**src/rtl/spq_pkg.sv**
```systemverilog
`timescale 1ns / 1ps
// spq_pkg: shared types and codes for the sorted priority queue.
// No dependencies; used by spq_cell and sorted_priority_queue.
package spq_pkg;

    localparam int OCC_BITS = 8;

    localparam logic MODE_INSERT = 1'b0;
    localparam logic MODE_REMOVE = 1'b1;

    localparam logic [1:0] ST_INSERTED = 2'd0;
    localparam logic [1:0] ST_FULL     = 2'd1;
    localparam logic [1:0] ST_REMOVED  = 2'd2;
    localparam logic [1:0] ST_EMPTY    = 2'd3;

    typedef struct packed {
        logic ins;
        logic rem;
    } spq_cmd_t;

endpackage

```
**src/rtl/spq_cell.sv**
```systemverilog
`timescale 1ns / 1ps
// spq_cell: one slot of the sorted chain, holding one data word and priority.
// Depends on spq_pkg.
module spq_cell #(
    parameter int DATA_BITS     = 32,
    parameter int PRIORITY_BITS = 16
) (
    input  logic                            clk,
    input  spq_pkg::spq_cmd_t               cmd,
    input  logic                            occ,
    input  logic                            tail,
    input  logic signed [DATA_BITS-1:0]     new_data,
    input  logic signed [PRIORITY_BITS-1:0] new_prio,
    input  logic                            left_gt,
    input  logic signed [DATA_BITS-1:0]     left_data,
    input  logic signed [PRIORITY_BITS-1:0] left_prio,
    input  logic signed [DATA_BITS-1:0]     right_data,
    input  logic signed [PRIORITY_BITS-1:0] right_prio,
    output logic                            gt,
    output logic signed [DATA_BITS-1:0]     data,
    output logic signed [PRIORITY_BITS-1:0] prio
);
    import spq_pkg::*;

    logic signed [DATA_BITS-1:0]     data_reg;
    logic signed [DATA_BITS-1:0]     data_next;
    logic signed [PRIORITY_BITS-1:0] prio_reg;
    logic signed [PRIORITY_BITS-1:0] prio_next;

    // held entry ranks behind the new one: it moves one slot right
    assign gt   = occ && (prio_reg > new_prio);
    assign data = data_reg;
    assign prio = prio_reg;

    always_comb
    begin
        data_next = data_reg;
        prio_next = prio_reg;
        if (cmd.ins && (gt || tail))
        begin
            if (left_gt)
            begin
                data_next = left_data;
                prio_next = left_prio;
            end
            else
            begin
                data_next = new_data;
                prio_next = new_prio;
            end
        end
        else if (cmd.rem)
        begin
            data_next = right_data;
            prio_next = right_prio;
        end
    end

    always_ff @(posedge clk)
    begin
        data_reg <= data_next;
        prio_reg <= prio_next;
    end

endmodule

```
**config.mk**
```make
export PLATFORM = sky130hd
export DESIGN_NAME = spq_cell
export DESIGN_NICKNAME = d
export VERILOG_FILES = /design/src/rtl/spq_pkg.sv /design/src/rtl/spq_cell.sv
export SDC_FILE = /design/constraint.sdc
export NUM_CORES = 1
export LEC_CHECK = 0
export BUFFER_PORTS_ARGS = -buffer_cell sky130_fd_sc_hd__buf_2
export CAP_MARGIN = 10
export CORE_ASPECT_RATIO = 0.5
export CORE_MARGIN = 2
export CORE_UTILIZATION = 43
export CTS_CLUSTER_DIAMETER = 80
export DETAILED_ROUTE_END_ITERATION = 12
export PLACE_DENSITY = 0.81
export SYNTH_ARGS = -nofsm -noshare
export SYNTH_HDL_FRONTEND = slang
export SYNTH_SLANG_ARGS = --single-unit
```
**constraint.sdc**
```tcl
create_clock -name clk -period 4 [get_ports clk]
set_clock_uncertainty 0.15 [all_clocks]
set_input_delay 0.8 -clock clk [delete_from_list [all_inputs] [get_ports clk]]
set_output_delay 0.8 -clock clk [all_outputs]
set_load 0.01 [all_outputs]
```
==> Word level (Yosys, flattened, before mapping) <==
Index checks and enable logic that the tools add are counted.
{ "totals": {"wordCells": 13, "in_bits": 150, "ff_bits": 48} }
{ "classes": {"magnitude_cmp": 1, "n_reduce_logical": 4, "muxes": 6} }
{ "ops": {"columns": ["operator", "n"], "rows": [
  ["2-to-1 mux 32 bit", 3],
  ["2-to-1 mux 16 bit", 3],
  ["> comparator 16 bit", 1],
  ["logical AND 1 bit", 2],
  ["nonzero test 2 bit", 1],
  ["logical OR 1 bit", 1]
]} }

==> Depth between registers and ports, before layout <==
Gate-level depths: netlist (run 1).
{ "depth": {"word_depth": 5, "ltp_mapped": 10, "mapped_depth_nobuf": 8} }

==> Worst setup path after synthesis (run 1) <==
Ideal clock, no wire load.
{ "synth_path": {"kind": "input to register", "startpoint": "input port new_prio[15]", "endpoint": "register data_reg[0], in the netlist data[0], enable pin", "setup_time_ps": 384, "t_arrival_ps": 3026, "setup_slack_ps": 440, "path_stages": 10, "path_cell_list": "inv_1 ha_1 nand4_2 nor3_2 o21ai_1 and3_4 o311ai_4 buf_6 buf_8 or2_2"} }
{ "synth_between": {"elab_chain_len": 5} }
{ "synth_rtl": {"columns": ["item", "line", "source"], "rows": [
  ["start, declared", "spq_cell.sv:13", "input logic signed [PRIORITY_BITS-1:0] new_prio,"],
  ["> comparator 16 bit", "spq_cell.sv:31", "assign gt = occ && (prio_reg > new_prio);"],
  ["logical AND 1 bit", "spq_cell.sv:31", null],
  ["logical OR 1 bit", "spq_cell.sv:39", "if (cmd.ins && (gt || tail))"],
  ["logical AND 1 bit", "spq_cell.sv:39", null],
  ["nonzero test 2 bit (no line)", null, null],
  ["end signal, assigned", "spq_cell.sv:61", "data_reg <= data_next;"],
  ["end, declared", "spq_cell.sv:25", "logic signed [DATA_BITS-1:0] data_reg;"]
]} }
No other way between the ends.
A chain may end at the register's enable or synchronous reset.

==> Worst setup path after layout (run 1) <==
{ "layout_path": {"startpoint": "input port new_prio[7]", "endpoint": "output port gt"} }
{ "layout_between": {"elab_chain_len": 2} }
{ "layout_rtl": {"columns": ["item", "line", "source"], "rows": [
  ["> comparator 16 bit", "spq_cell.sv:31", null],
  ["logical AND 1 bit", "spq_cell.sv:31", null],
  ["end, declared", "spq_cell.sv:19", "output logic gt,"]
]} }
No other way between the ends.

==> impl_metrics.tcl, run 1 <==
set metrics [dict create \
    io_buffers 198 \
    clkTransAtPathRegs_ns 0.06 \
    ir_drop_v 0.0002680 \
    path_class "in -> out" \
    antenna_left 0 \
    area_delta_synth_final_pct 39.97 \
    p_leak_nw 2.062 \
    hold_viol 0 \
    vias 2515 \
    drtPass1Iterations 4 \
    worstSetupStartpointType "input pin" \
    core_um2 6805 \
    insertion_delay_ns 0.28 \
    r2r_setup_slack_ns 0.90 \
    cp-end-kind "output pin" \
    post_cts_buffers 0 \
    vias_per_cell 4.763 \
    grt_pass1_wl_um 11580 \
    row_count 21 \
    p_per_area_nw_per_um2 355.7 \
    largest_reg_flops 32 \
    synth-edff-count 48 \
    drive_gt1_share_pct 67.66 \
    drtIter0Drc 105 \
    setup_violations 0 \
    synth_top_area_share_pct 46.70 \
    crit_path_end "gt" \
    path_common_cell "buf_2" \
    hpwlAfterDp_um 6248 \
    htree_levels 2 \
    cp_top_family "compound AO/OA/AOI/OAI gates" \
    r2r_cells 8 \
    r2r_start "prio[11]$_DFFE_PP_" \
    yosysWarnings 0 \
    cts_buffers 5 \
    place_congestion 0.8410 \
    holdWs_ns 0.6672 \
    cts_max_path_buffers 2 \
    crit_slowest_cell "ha_1" \
    groute.usage.overall_pct 18.69 \
    post-route-period-util_pct 85.73 \
    finalSetupTns_ns 0 \
    hold_path.class "in -> reg" \
    start_util_pct 45.36 \
    synth-seq-cells 48 \
    synth_flop_cell "edfxtp_1" \
    ys_seq_area_share_pct 46.70 \
    yosysMostFrequentCell "mux2_2" \
    max_cap_viol_count 0 \
    outcome "completed" \
    antenna_found_initial 0 \
    cts_tree "built" \
    r2r-end "prio[2]$_DFFE_PP_" \
    chipHeight_um 63.91 \
    cts.sinks 48 \
    root_buffer "clkbuf_16" \
    slew_viol_final 0 \
    drcViolationCount 0 \
    crit_chain "buf_2, inv_1, ha_1, a21oi_1, o21ai_0, a221oi_1, and3_4, xnor2_1, nor2_1, buf_2" \
    syn_inst 237 \
    dieArea_um2 7913 \
    critPathMaxStageDelay_ns 0.32 \
    synth_top_area_cell "edfxtp_1" \
    n_antenna_cell 0 \
    avgSynthCellArea_um2 13.02 \
    dieWidth_um 123.8 \
    grt_setup_unrepaired "no" \
    hold-path-cell-count 2 \
    tightest_slew_ns 0.8172 \
    synthTopCellsByCount "72 x mux2_2, 48 x edfxtp_1, 20 x nand2_1, 17 x o21ai_0" \
    power_mw 1.537 \
    cp_max_fo 3 \
    wl_per_cell_um 14.51 \
    cp.required_ns 3.05 \
    mappedNetlistArea_um2 3087 \
    fin_crit_ns 3.429 \
    cts-hold-fix-buffers 0 \
    max_freq_mhz 291.6 \
    yosysUniqueCellTypes 29 \
    yosys-top-cells-area "edfxtp_1 47%, mux2_2 26%, ha_1 6.5%, mux2_4 4.4%, o21ai_0 2.8%" \
    path_buf_inv 3 \
    first_global_vias 2530 \
    wirelength_um 7659 \
    post_cts_resized 0 \
    startpoint "new_prio[7]" \
    relSlewSlack_pct 45.52 \
    async_flop_share_pct 0 \
    grt_max_degree 43 \
    worstPathArrival_ns 2.48 \
    pin_count 199 \
    nets 601 \
    cp.depth 10 \
    gr-total-overflow 0 \
    syn_nets 403 \
]
kinds of logic (layout without fill, tap and decap cells):
| logic type | count (synthesis) | count (layout) | share of synthesized area [%] |
|---|---|---|---|
| compound gates | 27 | 27 | 5.432 |
| xor+xnor | 1 | 1 | 0.2838 |
| fa+ha+maj | 16 | 16 | 6.486 |
| buf+inv | 28 | 227 | 4.378 |
| flops | 48 | 48 | 46.70 |
| mux | 81 | 81 | 30.64 |
| simple gates | 36 | 36 | 6.080 |
power by group:
part	internal (mW)	switching, mW	leakage [nW]
Clock	0.230	0.170	0.0645
Sequential	0.647	0.0234	0.484
Combinational	0.247	0.219	1.51
Total	1.12	0.412	2.06
cells in the final DEF (no fill, tap or decap), types with 2 or more instances in the layout:
| cell | instances |
|---|---|
| nand2_1 | 20 |
| mux2_2 | 72 |
| buf_2 | 198 |
| buf_12 | 2 |
| nand2b_1 | 2 |
| inv_1 | 16 |
| clkbuf_16 | 5 |
| mux2_4 | 9 |
| a21oi_1 | 5 |
| nand4_1 | 4 |
| edfxtp_1 | 48 |
| buf_4 | 3 |
| o21ai_0 | 17 |
| ha_1 | 16 |
| nor2_1 | 2 |
per-stage QoR:
| step | setup WS [ns] | util (%) | area, um2 | std cells |
|---|---|---|---|---|
| 2_1_floorplan | 0.4398 | - | 3087 | 237 |
| 5_1_grt | 0.4408 | 63.49 | 4320 | 528 |
| 4_1_cts | 0.5981 | 63.49 | 4320 | 528 |
| 6_report | 0.5710 | 63.49 | 4320 | 528 |
| 3_5_place_dp | 0.3777 | 61.43 | 4180 | 520 |
| 3_3_place_gp | 0.4706 | 61.43 | 4180 | 520 |
how the worst min path moves through the flow:
| stage | slack, ns | to | from |
|---|---|---|---|
| floorplan | 0.87 | data[22]$_DFFE_PP_ | right_data[22] |
| global placement | 0.95 | data[2]$_DFFE_PP_ | right_data[2] |
| detailed placement | 0.95 | data[28]$_DFFE_PP_ | right_data[28] |
| CTS | 0.66 | data[7]$_DFFE_PP_ | right_data[7] |
| global route | 0.66 | prio[0]$_DFFE_PP_ | right_prio[0] |
| finish | 0.67 | data[6]$_DFFE_PP_ | right_data[6] |
area by class of cell:
type	instances	area (um2)
Fill cell	558	2485
Tap cell	92	115.1
Inverter	16	60.06
Timing Repair Buffer	203	1054
Clock inverter	2	11.26
Multi-Input combinational cell	161	1510
Sequential cell	48	1441
Clock buffer	6	128.9
layer usage:
metal	up-vias	part of all wire, %	wire, um	GRT usage [%]
met5	-	0	0	0
met4	0	1.5	115	4.545
met3	12	3.6	276	3.125
met2	56	56	4295	35.71
met1	1167	39	2972	21.70
li1	1280	-	-	-
Power figures use the tool's default switching activity.
==> inputs of run 2 (changes only) <==
Settings changed: CORE_UTILIZATION 43 to 46, PLACE_DENSITY 0.81 to 0.86.
Clock period 4 ns to 4.2 ns, I/O delays scaled along.
==> impl_metrics.tcl, run 2 (same netlist as run 1, synthesis figures left out) <==
set metrics [dict create \
    root_buffer "clkbuf_16" \
    final_common_cell "buf_2" \
    post_cts_buffers 0 \
    vias_per_cell 4.932 \
    worstPathArrival_ns 3.34 \
    cp_max_fo 24 \
    tightest_slew_ns 0.9062 \
    p_leak_nw 2.068 \
    chipHeight_um 61.93 \
    p_switching_mw 0.3997 \
    crit_chain "buf_2, inv_1, ha_1, nand4_2, nor3_2, o21ai_1, and3_4, o311ai_4, or2_2, buf_4" \
    drtIter0Drc 107 \
    p_int_mw 1.072 \
    seqPwrFrac_pct 43.3 \
    worstSetupStartpointType "input pin" \
    grt_setup_unrepaired "no" \
    max_freq_mhz 282.9 \
    row_count 21 \
    start_util_pct 46.80 \
    finalSetupTns_ns 0 \
    drive_gt1_share_pct 67.58 \
    max_cap_viol_count 0 \
    critPathMaxStageDelay_ns 0.78 \
    htree_levels 2 \
    cp.required_ns 4.01 \
    grt_max_degree 36 \
    dieWidth_um 119.8 \
    place_congestion 0.8364 \
    slew_viol_final 0 \
    area_delta_synth_final_pct 39.93 \
    n_antenna_cell 0 \
    swShare_pct 27.15 \
    io_buffers 198 \
    cts.sinks 48 \
    insertion_delay_ns 0.29 \
    hold_viol 0 \
    clkPwrFrac_pct 26.3 \
    relSlewSlack_pct 39.44 \
    clkTransAtPathRegs_ns 0.07 \
    p_per_area_nw_per_um2 340.8 \
    layout_common_cells "198 x buf_2, 72 x mux2_2, 48 x edfxtp_1, 20 x nand2_1, 17 x o21ai_0" \
    fillCellCount 525 \
    drtPass1Iterations 4 \
    core_um2 6595 \
    wl_per_cell_um 14.98 \
    cts_buffers 5 \
    path_buf_inv 3 \
    setup_slack_ns 0.6648 \
    vias 2614 \
    hold_path.class "in -> reg" \
    pin_count 199 \
    crit_slowest_cell "o311ai_4" \
    drcViolationCount 0 \
    wirelength_um 7939 \
    cp_top_family "compound AO/OA/AOI/OAI gates" \
    setup_violations 0 \
    cts-hold-fix-buffers 0 \
    first_global_vias 2492 \
    post_cts_resized 0 \
    combPwrFrac_pct 30.4 \
    place_ws_ns 0.3435 \
    ir_drop_v 0.0001585 \
    largest_reg_flops 32 \
    antenna_found_initial 0 \
    cp-end-kind "register" \
    cts_max_path_buffers 2 \
    path_class "in -> reg" \
    hpwlAfterDp_um 6449 \
    dieArea_um2 7421 \
    nets 603 \
    grt_pass1_wl_um 11720 \
    groute.usage.overall_pct 20.64 \
    outcome "completed" \
    cts_tree "built" \
    fin_crit_ns 3.535 \
    gr-total-overflow 0 \
    antenna_left 0 \
    post-route-period-util_pct 84.17 \
]
## run 2: cell types whose count changed in the layout (fill, tap and decap cells not counted)
| cell | change |
|---|---|
| buf_4 | +3 |
| buf_12 | -1 |
| clkinvlp_4 | -1 |
| clkbuf_1 | +1 |
## run 2: final cells by class
| cell class | count | area (um2) | share of cell area (%) |
|---|---|---|---|
| timing repair buffer | 205 | 1056 | 24.45 |
| clock inverter | 1 | 3.754 | 0.08691 |
| clock buffer | 7 | 132.6 | 3.071 |
| multi-input combinational | 161 | 1510 | 34.97 |
| sequential | 48 | 1441 | 33.37 |
| inverter | 16 | 60.06 | 1.390 |
| tap | 92 | 115.1 | 2.665 |
## run 2: routing by layer
layer | vias up | wire [um] | track usage [%]
met5 | - | 0 | 0
met1 | 1267 | 3191 | 24.77
met4 | 0 | 85 | 5.882
li1 | 1281 | - | -
met2 | 56 | 4356 | 39.02
met3 | 10 | 306 | 4.562
## run 2: per-stage QoR
step / cells / power (mW) / hold WS [ns] / utilization [%] / cell area [um2]
floorplan: 237 / 0.9150 / 0.9079 / - / 3087
global placement: 522 / 1.085 / 0.9907 / 63.42 / 4183
detailed placement: 522 / 1.098 / 0.9951 / 63.42 / 4183
CTS: 530 / 1.482 / 0.6940 / 65.49 / 4319
global route: 530 / 1.540 / 0.6984 / 65.49 / 4319
finish: 530 / 1.472 / 0.6997 / 65.49 / 4319
## run 2: worst paths after layout
| check | from | to | slack (ns) | cells past startpoint |
|---|---|---|---|---|
| max reg2reg | prio[15]$_DFFE_PP_ | data[8]$_DFFE_PP_ | 0.95 | 8 |
| min | right_data[26] | data[26]$_DFFE_PP_ | 0.70 | 2 |
| max | new_prio[15] | data[8]$_DFFE_PP_ | 0.66 | 10 |
| min reg2reg | prio[15]$_DFFE_PP_ | data[26]$_DFFE_PP_ | 1.17 | 5 |
## run 2: power groups by stage
stage	registers, mW	clock network (mW)	logic (mW)
CTS	0.639	0.393	0.451
floorplan	0.686	0	0.229
global placement	0.646	0	0.439
finish	0.638	0.387	0.447
detailed placement	0.648	0	0.450
global route	0.645	0.406	0.488
## run 2: worst reg2reg max path, stage by stage (launching register included)
cell      delay [ns]
edfxtp_1        0.38
ha_1            0.40
nand4_2         0.18
nor3_2          0.13
o21ai_1         0.11
and3_4          0.21
o311ai_4        0.78
or2_2           0.25
buf_4           0.32
